$ cat src/rtl/core/lsc_pkg.sv
// Shared types, constants and the outcode function for the line segment clipper.
// Depends on nothing; every other file in rtl/core refers to it by scoped names.
package lsc_pkg;

   localparam int COORD_W   = 16;   // Q11.4 coordinate
   localparam int DIFF_W    = COORD_W + 1;
   localparam int PROD_W    = 2 * DIFF_W;
   localparam int MAG_W     = 32;   // |product| < 2**32
   localparam int DIV_CNT_W = $clog2(MAG_W);
   localparam int CSR_IDX_W = 2;

   // outcode bits
   localparam logic [3:0] OC_BOTTOM = 4'd1;
   localparam logic [3:0] OC_LEFT   = 4'd2;
   localparam logic [3:0] OC_TOP    = 4'd4;
   localparam logic [3:0] OC_RIGHT  = 4'd8;

   // register indexes
   localparam logic [CSR_IDX_W-1:0] CSR_WIN_LEFT   = 2'd0;
   localparam logic [CSR_IDX_W-1:0] CSR_WIN_BOTTOM = 2'd1;
   localparam logic [CSR_IDX_W-1:0] CSR_WIN_RIGHT  = 2'd2;
   localparam logic [CSR_IDX_W-1:0] CSR_WIN_TOP    = 2'd3;

   localparam logic signed [COORD_W-1:0] WIN_LEFT_RST   = 16'sd800;
   localparam logic signed [COORD_W-1:0] WIN_BOTTOM_RST = 16'sd800;
   localparam logic signed [COORD_W-1:0] WIN_RIGHT_RST  = 16'sd1600;
   localparam logic signed [COORD_W-1:0] WIN_TOP_RST    = 16'sd1600;

   typedef struct packed {
      logic signed [COORD_W-1:0] win_left;
      logic signed [COORD_W-1:0] win_bottom;
      logic signed [COORD_W-1:0] win_right;
      logic signed [COORD_W-1:0] win_top;
   } win_type;

   typedef struct packed {
      logic signed [COORD_W-1:0] ax;
      logic signed [COORD_W-1:0] ay;
      logic signed [COORD_W-1:0] bx;
      logic signed [COORD_W-1:0] by;
   } seg_type;

   // controller -> datapath
   typedef struct packed {
      logic load_in;    // capture the incoming segment
      logic setup;      // choose endpoint/edge, latch differences
      logic mul;        // form the product
      logic absv;       // magnitudes and quotient sign
      logic div_step;   // one restoring division bit
      logic fix;        // sign, add, saturate, write endpoint back
   } cmd_type;

   // datapath -> controller
   typedef struct packed {
      logic both_in;    // both outcodes zero
      logic share_out;  // outcodes share a bit
      logic den_zero;   // chosen axis has zero extent
   } status_type;

   function automatic logic [3:0] outcode(logic signed [COORD_W-1:0] x,
                                          logic signed [COORD_W-1:0] y,
                                          win_type w);
      logic [3:0] c;
      c = '0;
      if (y > w.win_top) begin
         c = c | OC_TOP;
      end else if (y < w.win_bottom) begin
         c = c | OC_BOTTOM;
      end
      if (x > w.win_right) begin
         c = c | OC_RIGHT;
      end else if (x < w.win_left) begin
         c = c | OC_LEFT;
      end
      return c;
   endfunction

endpackage

$ cat src/rtl/core/lsc_if.sv
// Valid/ready channel interfaces for segment words and result words.
// Depends on lsc_pkg for the coordinate width.
interface lsc_req_if;
   logic                                valid;
   logic                                ready;
   logic signed [lsc_pkg::COORD_W-1:0]  ax;
   logic signed [lsc_pkg::COORD_W-1:0]  ay;
   logic signed [lsc_pkg::COORD_W-1:0]  bx;
   logic signed [lsc_pkg::COORD_W-1:0]  by;

   modport source (output valid, output ax, output ay, output bx, output by, input ready);
   modport sink   (input valid, input ax, input ay, input bx, input by, output ready);
endinterface

interface lsc_rsp_if;
   logic                                valid;
   logic                                ready;
   logic                                accepted;
   logic signed [lsc_pkg::COORD_W-1:0]  clip_ax;
   logic signed [lsc_pkg::COORD_W-1:0]  clip_ay;
   logic signed [lsc_pkg::COORD_W-1:0]  clip_bx;
   logic signed [lsc_pkg::COORD_W-1:0]  clip_by;

   modport source (output valid, output accepted, output clip_ax, output clip_ay,
                   output clip_bx, output clip_by, input ready);
   modport sink   (input valid, input accepted, input clip_ax, input clip_ay,
                   input clip_bx, input clip_by, output ready);
endinterface

$ cat src/rtl/core/lsc_datapath.sv
// Clipper datapath: endpoint registers, outcodes, 17x17 multiplier and a
// bit-serial restoring divider. Depends on lsc_pkg.
module lsc_datapath (
   input  logic                 clock,
   input  lsc_pkg::win_type     win,
   input  lsc_pkg::seg_type     seg_in,
   input  lsc_pkg::cmd_type     cmd,
   output lsc_pkg::status_type  status,
   output lsc_pkg::seg_type     seg_out
);

   localparam int CW = lsc_pkg::COORD_W;
   localparam int DW = lsc_pkg::DIFF_W;
   localparam int PW = lsc_pkg::PROD_W;
   localparam int MW = lsc_pkg::MAG_W;
   localparam int SW = PW + 1;
   localparam logic signed [SW-1:0] SAT_HI = SW'(32767);
   localparam logic signed [SW-1:0] SAT_LO = -SW'(32768);

   lsc_pkg::seg_type         seg_ff, seg_in_nx;
   logic                     sel_b_ff, sel_b_in;     // moving endpoint B
   logic                     vert_ff, vert_in;       // clipping against top/bottom
   logic signed [CW-1:0]     edge_ff, edge_in;
   logic signed [CW-1:0]     p0_ff, p0_in;
   logic signed [DW-1:0]     dp_ff, dp_in;
   logic signed [DW-1:0]     de_ff, de_in;
   logic signed [DW-1:0]     den_ff, den_in;
   logic signed [PW-1:0]     prod_ff, prod_in;
   logic [MW-1:0]            num_ff, num_in;         // numerator, then quotient
   logic [CW-1:0]            dmag_ff, dmag_in;
   logic [CW-1:0]            rem_ff, rem_in;
   logic                     qneg_ff, qneg_in;

   logic [3:0]               c1, c2, co;
   logic                     vert_now;
   logic signed [CW-1:0]     p0_c, p1_c, q0_c, q1_c, edge_c;
   logic signed [PW-1:0]     prod_abs;
   logic signed [DW-1:0]     den_abs;
   logic [DW-1:0]            trial, trial_sub;
   logic                     trial_ge;
   logic signed [PW-1:0]     quo_s, quo_v;
   logic signed [SW-1:0]     sum;
   logic signed [CW-1:0]     sum_sat;

   // outcodes and the choice of endpoint and edge
   always_comb begin
      c1       = lsc_pkg::outcode(seg_ff.ax, seg_ff.ay, win);
      c2       = lsc_pkg::outcode(seg_ff.bx, seg_ff.by, win);
      co       = (c1 != 4'd0) ? c1 : c2;
      vert_now = (co & (lsc_pkg::OC_TOP | lsc_pkg::OC_BOTTOM)) != 4'd0;
      if (vert_now) begin
         p0_c   = seg_ff.ax;
         p1_c   = seg_ff.bx;
         q0_c   = seg_ff.ay;
         q1_c   = seg_ff.by;
         edge_c = ((co & lsc_pkg::OC_TOP) != 4'd0) ? win.win_top : win.win_bottom;
      end else begin
         p0_c   = seg_ff.ay;
         p1_c   = seg_ff.by;
         q0_c   = seg_ff.ax;
         q1_c   = seg_ff.bx;
         edge_c = ((co & lsc_pkg::OC_RIGHT) != 4'd0) ? win.win_right : win.win_left;
      end
      status.both_in   = (c1 | c2) == 4'd0;
      status.share_out = (c1 & c2) != 4'd0;
      status.den_zero  = (q1_c == q0_c);
   end

   // arithmetic
   always_comb begin
      prod_abs  = prod_ff[PW-1] ? -prod_ff : prod_ff;
      den_abs   = den_ff[DW-1] ? -den_ff : den_ff;
      trial     = {rem_ff, num_ff[MW-1]};
      trial_sub = trial - {1'b0, dmag_ff};
      trial_ge  = trial >= {1'b0, dmag_ff};
      quo_s     = signed'({{(PW-MW){1'b0}}, num_ff});
      quo_v     = qneg_ff ? -quo_s : quo_s;
      sum       = SW'(p0_ff) + SW'(quo_v);
      if (sum > SAT_HI) begin
         sum_sat = CW'(SAT_HI);
      end else if (sum < SAT_LO) begin
         sum_sat = CW'(SAT_LO);
      end else begin
         sum_sat = CW'(sum);
      end
   end

   always_comb begin
      seg_in_nx = seg_ff;
      sel_b_in  = sel_b_ff;
      vert_in   = vert_ff;
      edge_in   = edge_ff;
      p0_in     = p0_ff;
      dp_in     = dp_ff;
      de_in     = de_ff;
      den_in    = den_ff;
      prod_in   = prod_ff;
      num_in    = num_ff;
      dmag_in   = dmag_ff;
      rem_in    = rem_ff;
      qneg_in   = qneg_ff;
      if (cmd.load_in) begin
         seg_in_nx = seg_in;
      end
      if (cmd.setup) begin
         sel_b_in = (c1 == 4'd0);
         vert_in  = vert_now;
         edge_in  = edge_c;
         p0_in    = p0_c;
         dp_in    = DW'(p1_c) - DW'(p0_c);
         de_in    = DW'(edge_c) - DW'(q0_c);
         den_in   = DW'(q1_c) - DW'(q0_c);
      end
      if (cmd.mul) begin
         prod_in = PW'(dp_ff) * PW'(de_ff);
      end
      if (cmd.absv) begin
         num_in  = prod_abs[MW-1:0];
         dmag_in = den_abs[CW-1:0];
         rem_in  = '0;
         qneg_in = prod_ff[PW-1] ^ den_ff[DW-1];
      end
      if (cmd.div_step) begin
         num_in = {num_ff[MW-2:0], trial_ge};
         rem_in = trial_ge ? trial_sub[CW-1:0] : trial[CW-1:0];
      end
      if (cmd.fix) begin
         case ({sel_b_ff, vert_ff})
            2'b00: begin seg_in_nx.ay = sum_sat; seg_in_nx.ax = edge_ff; end
            2'b01: begin seg_in_nx.ax = sum_sat; seg_in_nx.ay = edge_ff; end
            2'b10: begin seg_in_nx.by = sum_sat; seg_in_nx.bx = edge_ff; end
            2'b11: begin seg_in_nx.bx = sum_sat; seg_in_nx.by = edge_ff; end
            default: begin seg_in_nx = seg_ff; end
         endcase
      end
   end

   always_ff @(posedge clock) begin
      seg_ff   <= seg_in_nx;
      sel_b_ff <= sel_b_in;
      vert_ff  <= vert_in;
      edge_ff  <= edge_in;
      p0_ff    <= p0_in;
      dp_ff    <= dp_in;
      de_ff    <= de_in;
      den_ff   <= den_in;
      prod_ff  <= prod_in;
      num_ff   <= num_in;
      dmag_ff  <= dmag_in;
      rem_ff   <= rem_in;
      qneg_ff  <= qneg_in;
   end

   assign seg_out = seg_ff;

endmodule

$ cat src/rtl/core/lsc_ctrl.sv
// Clipper controller: one-hot sequencer over check, multiply, divide and
// write-back, with the clip step and divider bit counters. Depends on lsc_pkg.
module lsc_ctrl #(
   parameter int MAX_CLIP_STEPS = 8
) (
   input  logic                 clock,
   input  logic                 reset,
   input  logic                 in_valid,
   output logic                 in_ready,
   input  logic                 out_free,     // output register can take a word
   input  lsc_pkg::status_type  status,
   output lsc_pkg::cmd_type     cmd,
   output logic                 load_out,
   output logic                 accept_flag
);

   localparam int STEP_W = $clog2(MAX_CLIP_STEPS + 1);
   localparam int CNT_W  = lsc_pkg::DIV_CNT_W;
   localparam logic [STEP_W-1:0] STEP_MAX = STEP_W'(MAX_CLIP_STEPS);
   localparam logic [CNT_W-1:0]  DIV_LAST = CNT_W'(lsc_pkg::MAG_W - 1);

   typedef enum logic [6:0] {
      S_IDLE  = 7'b0000001,
      S_CHECK = 7'b0000010,
      S_MUL   = 7'b0000100,
      S_ABS   = 7'b0001000,
      S_DIV   = 7'b0010000,
      S_FIX   = 7'b0100000,
      S_DONE  = 7'b1000000
   } state_type;

   state_type          state_ff, state_in;
   logic [STEP_W-1:0]  steps_ff, steps_in;
   logic [CNT_W-1:0]   cnt_ff, cnt_in;
   logic               acc_ff, acc_in;

   always_comb begin
      state_in = state_ff;
      steps_in = steps_ff;
      cnt_in   = cnt_ff;
      acc_in   = acc_ff;
      cmd      = '0;
      load_out = 1'b0;
      in_ready = 1'b0;
      case (state_ff)
         S_IDLE: begin
            in_ready = !reset;
            if (in_valid && !reset) begin
               cmd.load_in = 1'b1;
               steps_in    = '0;
               state_in    = S_CHECK;
            end
         end
         S_CHECK: begin
            if (status.both_in) begin
               acc_in   = 1'b1;
               state_in = S_DONE;
            end else if (status.share_out || steps_ff == STEP_MAX || status.den_zero) begin
               acc_in   = 1'b0;
               state_in = S_DONE;
            end else begin
               cmd.setup = 1'b1;
               steps_in  = steps_ff + 1'b1;
               state_in  = S_MUL;
            end
         end
         S_MUL: begin
            cmd.mul  = 1'b1;
            state_in = S_ABS;
         end
         S_ABS: begin
            cmd.absv = 1'b1;
            cnt_in   = '0;
            state_in = S_DIV;
         end
         S_DIV: begin
            cmd.div_step = 1'b1;
            cnt_in       = cnt_ff + 1'b1;
            if (cnt_ff == DIV_LAST) begin
               state_in = S_FIX;
            end
         end
         S_FIX: begin
            cmd.fix  = 1'b1;
            state_in = S_CHECK;
         end
         S_DONE: begin
            if (out_free) begin
               load_out = 1'b1;
               state_in = S_IDLE;
            end
         end
         default: begin
            state_in = S_IDLE;
         end
      endcase
   end

   always_ff @(posedge clock) begin
      if (reset) begin
         state_ff <= S_IDLE;
         steps_ff <= '0;
         cnt_ff   <= '0;
         acc_ff   <= 1'b0;
      end else begin
         state_ff <= state_in;
         steps_ff <= steps_in;
         cnt_ff   <= cnt_in;
         acc_ff   <= acc_in;
      end
   end

   assign accept_flag = acc_ff;

   a_steps_bounded: assert property (@(posedge clock) disable iff (reset)
      steps_ff <= STEP_MAX)
      else $error("clip step count past limit");

   a_step_count: assert property (@(posedge clock) disable iff (reset)
      cmd.setup |=> steps_ff == $past(steps_ff) + 1'b1 && state_ff == S_MUL)
      else $error("clip step not counted");

   a_div_start: assert property (@(posedge clock) disable iff (reset)
      cmd.absv |=> state_ff == S_DIV && cnt_ff == '0)
      else $error("divider bit count not cleared");

   a_load_new: assert property (@(posedge clock) disable iff (reset)
      cmd.load_in |=> state_ff == S_CHECK && steps_ff == '0)
      else $error("new segment did not start clean");

   a_out_free: assert property (@(posedge clock) disable iff (reset)
      load_out |-> out_free && !in_ready)
      else $error("result written into a full output register");

endmodule

$ cat src/rtl/core/line_segment_clipper.sv
// Top level of the Cohen-Sutherland line segment clipper: window registers,
// output register and the controller/datapath pair. Depends on lsc_pkg, lsc_if,
// lsc_ctrl and lsc_datapath.
//
//   channel  dir  handshake                 word
//   req_ch   in   valid/ready               ax, ay, bx, by      (Q11.4)
//   rsp_ch   out  valid/ready               accepted, clip_ax..clip_by
//   csr_*    in   csr_we, no back-pressure  csr_index, csr_wdata (window edges)
//
// Sequence: a segment is taken, its outcodes are checked, and each clip step runs
//   check, multiply, magnitude, the bit-serial divider's 32 quotient bits and
//   write-back. A segment makes at most MAX_CLIP_STEPS clip steps.
// Reset: synchronous, active high; window returns to 800/800/1600/1600.
// Stalls: one segment in flight; req_ch is ready only while idle. A held
//   result word waits in the output register while the next segment is
//   taken; a finished segment waits only if that register is still full.
module line_segment_clipper #(
   parameter int MAX_CLIP_STEPS = 8
) (
   input  logic                                  clock,
   input  logic                                  reset,
   lsc_req_if.sink                               req_ch,
   lsc_rsp_if.source                             rsp_ch,
   input  logic                                  csr_we,
   input  logic [lsc_pkg::CSR_IDX_W-1:0]         csr_index,
   input  logic [lsc_pkg::COORD_W-1:0]           csr_wdata
);

   lsc_pkg::win_type     win_ff, win_in;
   lsc_pkg::seg_type     seg_req, seg_cur;
   lsc_pkg::cmd_type     cmd;
   lsc_pkg::status_type  status;

   logic                 load_out, accept_flag, out_free;
   logic                 rsp_valid_ff, rsp_valid_in;
   logic                 acc_ff, acc_in;
   lsc_pkg::seg_type     clip_ff, clip_in;

   // window registers; all four indexes are in use
   always_comb begin
      win_in = win_ff;
      if (csr_we) begin
         case (csr_index)
            lsc_pkg::CSR_WIN_LEFT:   win_in.win_left   = signed'(csr_wdata);
            lsc_pkg::CSR_WIN_BOTTOM: win_in.win_bottom = signed'(csr_wdata);
            lsc_pkg::CSR_WIN_RIGHT:  win_in.win_right  = signed'(csr_wdata);
            lsc_pkg::CSR_WIN_TOP:    win_in.win_top    = signed'(csr_wdata);
            default:                 win_in = win_ff;
         endcase
      end
   end

   always_ff @(posedge clock) begin
      if (reset) begin
         win_ff.win_left   <= lsc_pkg::WIN_LEFT_RST;
         win_ff.win_bottom <= lsc_pkg::WIN_BOTTOM_RST;
         win_ff.win_right  <= lsc_pkg::WIN_RIGHT_RST;
         win_ff.win_top    <= lsc_pkg::WIN_TOP_RST;
      end else begin
         win_ff <= win_in;
      end
   end

   assign seg_req.ax = req_ch.ax;
   assign seg_req.ay = req_ch.ay;
   assign seg_req.bx = req_ch.bx;
   assign seg_req.by = req_ch.by;

   assign out_free = !rsp_valid_ff || rsp_ch.ready;

   lsc_ctrl #(
      .MAX_CLIP_STEPS (MAX_CLIP_STEPS)
   ) u_ctrl (
      .clock       (clock),
      .reset       (reset),
      .in_valid    (req_ch.valid),
      .in_ready    (req_ch.ready),
      .out_free    (out_free),
      .status      (status),
      .cmd         (cmd),
      .load_out    (load_out),
      .accept_flag (accept_flag)
   );

   lsc_datapath u_dp (
      .clock   (clock),
      .win     (win_ff),
      .seg_in  (seg_req),
      .cmd     (cmd),
      .status  (status),
      .seg_out (seg_cur)
   );

   // output register; a rejected segment reports all-zero coordinates
   always_comb begin
      rsp_valid_in = rsp_valid_ff;
      acc_in       = acc_ff;
      clip_in      = clip_ff;
      if (rsp_valid_ff && rsp_ch.ready) begin
         rsp_valid_in = 1'b0;
      end
      if (load_out) begin
         rsp_valid_in = 1'b1;
         acc_in       = accept_flag;
         clip_in      = accept_flag ? seg_cur : '0;
      end
   end

   always_ff @(posedge clock) begin
      if (reset) begin
         rsp_valid_ff <= 1'b0;
      end else begin
         rsp_valid_ff <= rsp_valid_in;
      end
      acc_ff  <= acc_in;
      clip_ff <= clip_in;
   end

   assign rsp_ch.valid    = rsp_valid_ff;
   assign rsp_ch.accepted = acc_ff;
   assign rsp_ch.clip_ax  = clip_ff.ax;
   assign rsp_ch.clip_ay  = clip_ff.ay;
   assign rsp_ch.clip_bx  = clip_ff.bx;
   assign rsp_ch.clip_by  = clip_ff.by;

endmodule
$ cat src/flat_wrapper.sv
// flat-port wrapper written by rule: the top's interface ports become plain ports
module line_segment_clipper_flat 
#(
   parameter int MAX_CLIP_STEPS = 8
)
  (clock, reset, csr_we, csr_index, csr_wdata, req_ch_valid, req_ch_ax, req_ch_ay, req_ch_bx, req_ch_by, req_ch_ready, rsp_ch_valid, rsp_ch_accepted, rsp_ch_clip_ax, rsp_ch_clip_ay, rsp_ch_clip_bx, rsp_ch_clip_by, rsp_ch_ready);
  lsc_req_if req_ch_i ();
  lsc_rsp_if rsp_ch_i ();
  input  logic clock;
  input  logic reset;
  input  logic csr_we;
  input  logic [lsc_pkg::CSR_IDX_W-1:0] csr_index;
  input  logic [lsc_pkg::COORD_W-1:0] csr_wdata;
  input wire logic [$bits(req_ch_i.valid)-1:0] req_ch_valid;
  input wire logic [$bits(req_ch_i.ax)-1:0] req_ch_ax;
  input wire logic [$bits(req_ch_i.ay)-1:0] req_ch_ay;
  input wire logic [$bits(req_ch_i.bx)-1:0] req_ch_bx;
  input wire logic [$bits(req_ch_i.by)-1:0] req_ch_by;
  output wire logic [$bits(req_ch_i.ready)-1:0] req_ch_ready;
  output wire logic [$bits(rsp_ch_i.valid)-1:0] rsp_ch_valid;
  output wire logic [$bits(rsp_ch_i.accepted)-1:0] rsp_ch_accepted;
  output wire logic [$bits(rsp_ch_i.clip_ax)-1:0] rsp_ch_clip_ax;
  output wire logic [$bits(rsp_ch_i.clip_ay)-1:0] rsp_ch_clip_ay;
  output wire logic [$bits(rsp_ch_i.clip_bx)-1:0] rsp_ch_clip_bx;
  output wire logic [$bits(rsp_ch_i.clip_by)-1:0] rsp_ch_clip_by;
  input wire logic [$bits(rsp_ch_i.ready)-1:0] rsp_ch_ready;
  assign req_ch_i.valid = req_ch_valid;
  assign req_ch_i.ax = req_ch_ax;
  assign req_ch_i.ay = req_ch_ay;
  assign req_ch_i.bx = req_ch_bx;
  assign req_ch_i.by = req_ch_by;
  assign req_ch_ready = req_ch_i.ready;
  assign rsp_ch_valid = rsp_ch_i.valid;
  assign rsp_ch_accepted = rsp_ch_i.accepted;
  assign rsp_ch_clip_ax = rsp_ch_i.clip_ax;
  assign rsp_ch_clip_ay = rsp_ch_i.clip_ay;
  assign rsp_ch_clip_bx = rsp_ch_i.clip_bx;
  assign rsp_ch_clip_by = rsp_ch_i.clip_by;
  assign rsp_ch_i.ready = rsp_ch_ready;
  line_segment_clipper #(.MAX_CLIP_STEPS(MAX_CLIP_STEPS)) u_core (.clock(clock), .reset(reset), .req_ch(req_ch_i), .rsp_ch(rsp_ch_i), .csr_we(csr_we), .csr_index(csr_index), .csr_wdata(csr_wdata));
endmodule
$ cat config.mk
export PLATFORM = sky130hd
export DESIGN_NAME = line_segment_clipper_flat
export DESIGN_NICKNAME = d
export VERILOG_FILES = /design/src/rtl/core/lsc_pkg.sv /design/src/rtl/core/lsc_if.sv /design/src/rtl/core/lsc_datapath.sv /design/src/rtl/core/lsc_ctrl.sv /design/src/rtl/core/line_segment_clipper.sv /design/src/flat_wrapper.sv
export SDC_FILE = /design/constraint.sdc
export NUM_CORES = 2
export LEC_CHECK = 0
export BUFFER_PORTS_ARGS = -buffer_cell sky130_fd_sc_hd__buf_2
export CAP_MARGIN = 10
export CORE_MARGIN = 2
export CORE_UTILIZATION = 30
export CTS_BUF_LIST = sky130_fd_sc_hd__clkbuf_8
export CTS_CLUSTER_DIAMETER = 60
export DETAILED_ROUTE_END_ITERATION = 8
export GPL_ROUTABILITY_DRIVEN = 0
export REMOVE_ABC_BUFFERS = 1
export SYNTH_ARGS = -nofsm -noshare
export SYNTH_HDL_FRONTEND = slang
export SYNTH_SLANG_ARGS = --single-unit
$ cat constraint.sdc
create_clock -name clock -period 7.9 [get_ports clock]
set_input_delay 1.58 -clock clock [delete_from_list [all_inputs] [get_ports clock]]
set_output_delay 1.58 -clock clock [all_outputs]
set_load 0.05 [all_outputs]
==> results.yml <==
critical_path:
  critPathMaxFanout: 17
  crit_type: "reg2reg"
  slowest_stage: "edfxtp_1"
  worst-path-buf-inv: 4
  worst_setup_path_start_kind: "flip-flop"
  cp.required_ns: 8.33
  cpLargestDelayFamily: "adder cells"
  arrival_ns: 7.59
  path_common_cell: "fa_1"
  timing.rr.start: "u_core.u_dp.dp_ff[5]$_DFFE_PP_"
  slowest_delay_ns: 0.73
  crit_start: "u_core.u_dp.dp_ff[5]$_DFFE_PP_"
  crit_chain: "nand2_1 -> fa_1 -> inv_1 -> fa_1 -> inv_1 -> fa_1 -> fa_1 -> inv_1 -> fa_1 -> fa_1 -> ha_1 -> a21o_1 -> a21o_1 -> a21oi_1 -> nand2_1 -> o221a_2 -> o41ai_1 -> buf_4 -> o211a_1 -> a21oi_1 -> or2_2 -> a211o_1 -> xor2_1"
  worst_setup_path_end_kind: "flip-flop"
layout:
  fillers: 12431
  fin_cells: 5674
  layout-drive-gt1-share_pct: 10.4
  area_growth_pct: 11.5
  fin_nets: 4702
drt:
  wirelength_um: 113000
  drc_errors: 0
  vias: 28906
  wl_per_cell_um: 19.9
  drtIter0Drc: 2473
  routed_via_density: 5.09
  ant_nets: 0
  drtPass1Iterations: 8
die:
  placementRows: 127
  core_sq_um: 120000
  dieArea_sq_um: 124000
  initial_core_util_pct: 30.2
  io-pin-count: 154
  die_h_um: 351
  dieWidth_um: 351
sta:
  setup_slack_ns: 0.735
  fmax_mhz: 140
  slew_viol_final: 0
  setup_viol: 0
  fin_crit_ns: 7.16
  rsz0062_at_grt: "no"
  fin_worst_skew_ns: 0.0519
  hold_viol: 0
  worst_hold_slack_ns: 0.458
  worstMarginPinSlew_ns: 1.15
  period_share_pct: 90.7
  slew_headroom_pct: 23.1
synthesis:
  yosys_warnings: 0
  synth-edff-count: 248
  synth_top_cells_by_area: "edfxtp_1, fa_1, ha_1"
  ys_async_sr_fraction_pct: 0
  yosys.area.top_type: "edfxtp_1"
  synth_common_cells: "nand2_1, inv_1, ha_1"
  ys_ff_latch: 394
  ys_types: 86
  syn_inst: 3868
  ys.flop_type: "edfxtp_1"
  yosys.area.top_type_share_pct: 20.6
  syn-cell-area_sq_um: 36200
  seq_area_frac_synth_pct: 28.6
  syn_avg_cell_area_sq_um: 9.36
  synth.most_common_cell: "nand2_1"
run:
  drv_cap: 0
placement:
  dp_hpwl_um: 88600
  port_buffers: 153
  dp_slack_ns: 0.740
  dp.cells: 5535
clock_network:
  cts_tree: "built"
  insertion_delay_ns: 0.71
  cts_made_buffers: 74
  cts_sinks: 394
  holdBufCountCts: 0
  cts.clk_slew.worst_paths_ns: 0.06
  cts_resized: 0
  cts_max_path_buffers: 3
  htree_num_levels: 3
  postCtsSetupRepairBufs: 0
  cts_root_buf: "clkbuf_8"
global_routing:
  gr-usage-met1_pct: 25.7
  grt_pass1_wl_um: 171000
  grt-ovfl-total: 0
  grt_max_degree: 70
  grt_pass1_vias: 28208
  antenna_found_initial: 9
  busiest_layer: "met2"
  grtUsageMet3_pct: 3.72
  grt_use_met2_pct: 27.9
  grt_usage_pct: 18.1
min_path:
  min_from: "u_core.win_ff[38]$_SDFFE_PP0P_"
  hold_class: "reg2reg"
run_status:
  status: "finished clean"
[through the flow]
step | instance area [sq um] | utilization [%] | setup TNS [ns]
after floorplan | 35600 | - | -180.59
after global placement | 38900 | 32.4 | 0
after detailed placement | 38900 | 32.4 | 0
after CTS | 40400 | 33.7 | 0
after global routing | 40400 | 33.7 | 0
final | 40400 | 33.7 | 0
[area by class of cell]
cell class / instances / area [sq um] / area share, %
clock inverter: 49 / 343 / 0.849
sequential: 394 / 10400 / 25.7
antenna: 5 / 12.5 / 0.0310
timing repair buffer: 213 / 1230 / 3.04
multi-input combinational: 2849 / 23500 / 58.2
inverter: 468 / 1760 / 4.35
clock buffer: 84 / 1160 / 2.86
tap: 1612 / 2020 / 4.99
[cells by family after synthesis]
family,Yosys count,synth area share (%)
AOI/OAI and AO/OA,753,13.4
xor gates and xnor gates,182,4.40
adders and majority gates,615,27.5
buffers and inverters,625,6.60
DFF,394,28.6
muxes,126,3.64
and+or+nand+nor,1173,15.8
[routing by layer]
metal | vias to the layer above | part of all wire (%)
li1 | 13494 | -
met1 | 14152 | 46
met2 | 1083 | 43
met3 | 175 | 8.7
met4 | 2 | 2.4
met5 | - | 0.011
[worst reg2reg max path, cell delays in order (launching register included)]
cell	delay, ns
edfxtp_1	0.73
nand2_1	0.17
fa_1	0.57
inv_1	0.06
fa_1	0.52
inv_1	0.05
fa_1	0.47
fa_1	0.50
inv_1	0.06
fa_1	0.51
fa_1	0.49
ha_1	0.37
a21o_1	0.18
a21o_1	0.17
a21oi_1	0.28
nand2_1	0.10
o221a_2	0.25
o41ai_1	0.28
buf_4	0.19
o211a_1	0.17
a21oi_1	0.07
or2_2	0.29
a211o_1	0.28
xor2_1	0.14
[layout by cell type, fill, tap and decap left out, types with 42 or more instances in the layout]
cell	instances
nand2_1	504
a21oi_1	252
dfxtp_1	145
o21ai_0	153
and2_1	192
xor2_1	58
clkbuf_8	84
ha_1	314
mux2i_1	80
buf_4	59
inv_1	486
xnor2_1	124
nand3_1	69
mux2_2	42
edfxtp_1	248
nand2b_1	56
a21o_1	59
nor2_1	123
fa_1	301
nor3_1	57
buf_2	153
[registers in the layout (all words and copies together), names as in the netlist, 4 cells and up]
register / count
u_core.u_dp.dp_ff: 17
u_core.u_dp.prod_ff: 33
u_core.u_dp.den_ff: 17
u_core.u_dp.de_ff: 17
u_core.rsp_ch.clip_ax: 16
u_core.u_dp.seg_out: 64
u_core.rsp_ch.clip_ay: 16
u_core.u_ctrl.cnt_ff: 5
u_core.u_dp.edge_ff: 16
u_core.u_ctrl.state_ff: 7
u_core.u_dp.rem_ff: 16
u_core.u_dp.p0_ff: 16
u_core.u_ctrl.steps_ff: 4
u_core.rsp_ch.clip_bx: 16
u_core.win_ff: 64
u_core.u_dp.dmag_ff: 16
u_core.u_dp.num_ff: 32
u_core.rsp_ch.clip_by: 16
[final timing paths]
check | endpoint | slack [ns] | depth (start not counted)
max | u_core.u_dp.prod_ff[30]$_DFFE_PP_ | 0.74 | 23
min | u_core.win_ff[38]$_SDFFE_PP0P_ | 0.46 | 2
max reg2reg | u_core.u_dp.prod_ff[30]$_DFFE_PP_ | 0.74 | 23
min reg2reg | u_core.win_ff[38]$_SDFFE_PP0P_ | 0.46 | 2
Power is not shown: default switching activity piles up to over one toggle a cycle in this logic, so the estimate is an artifact.
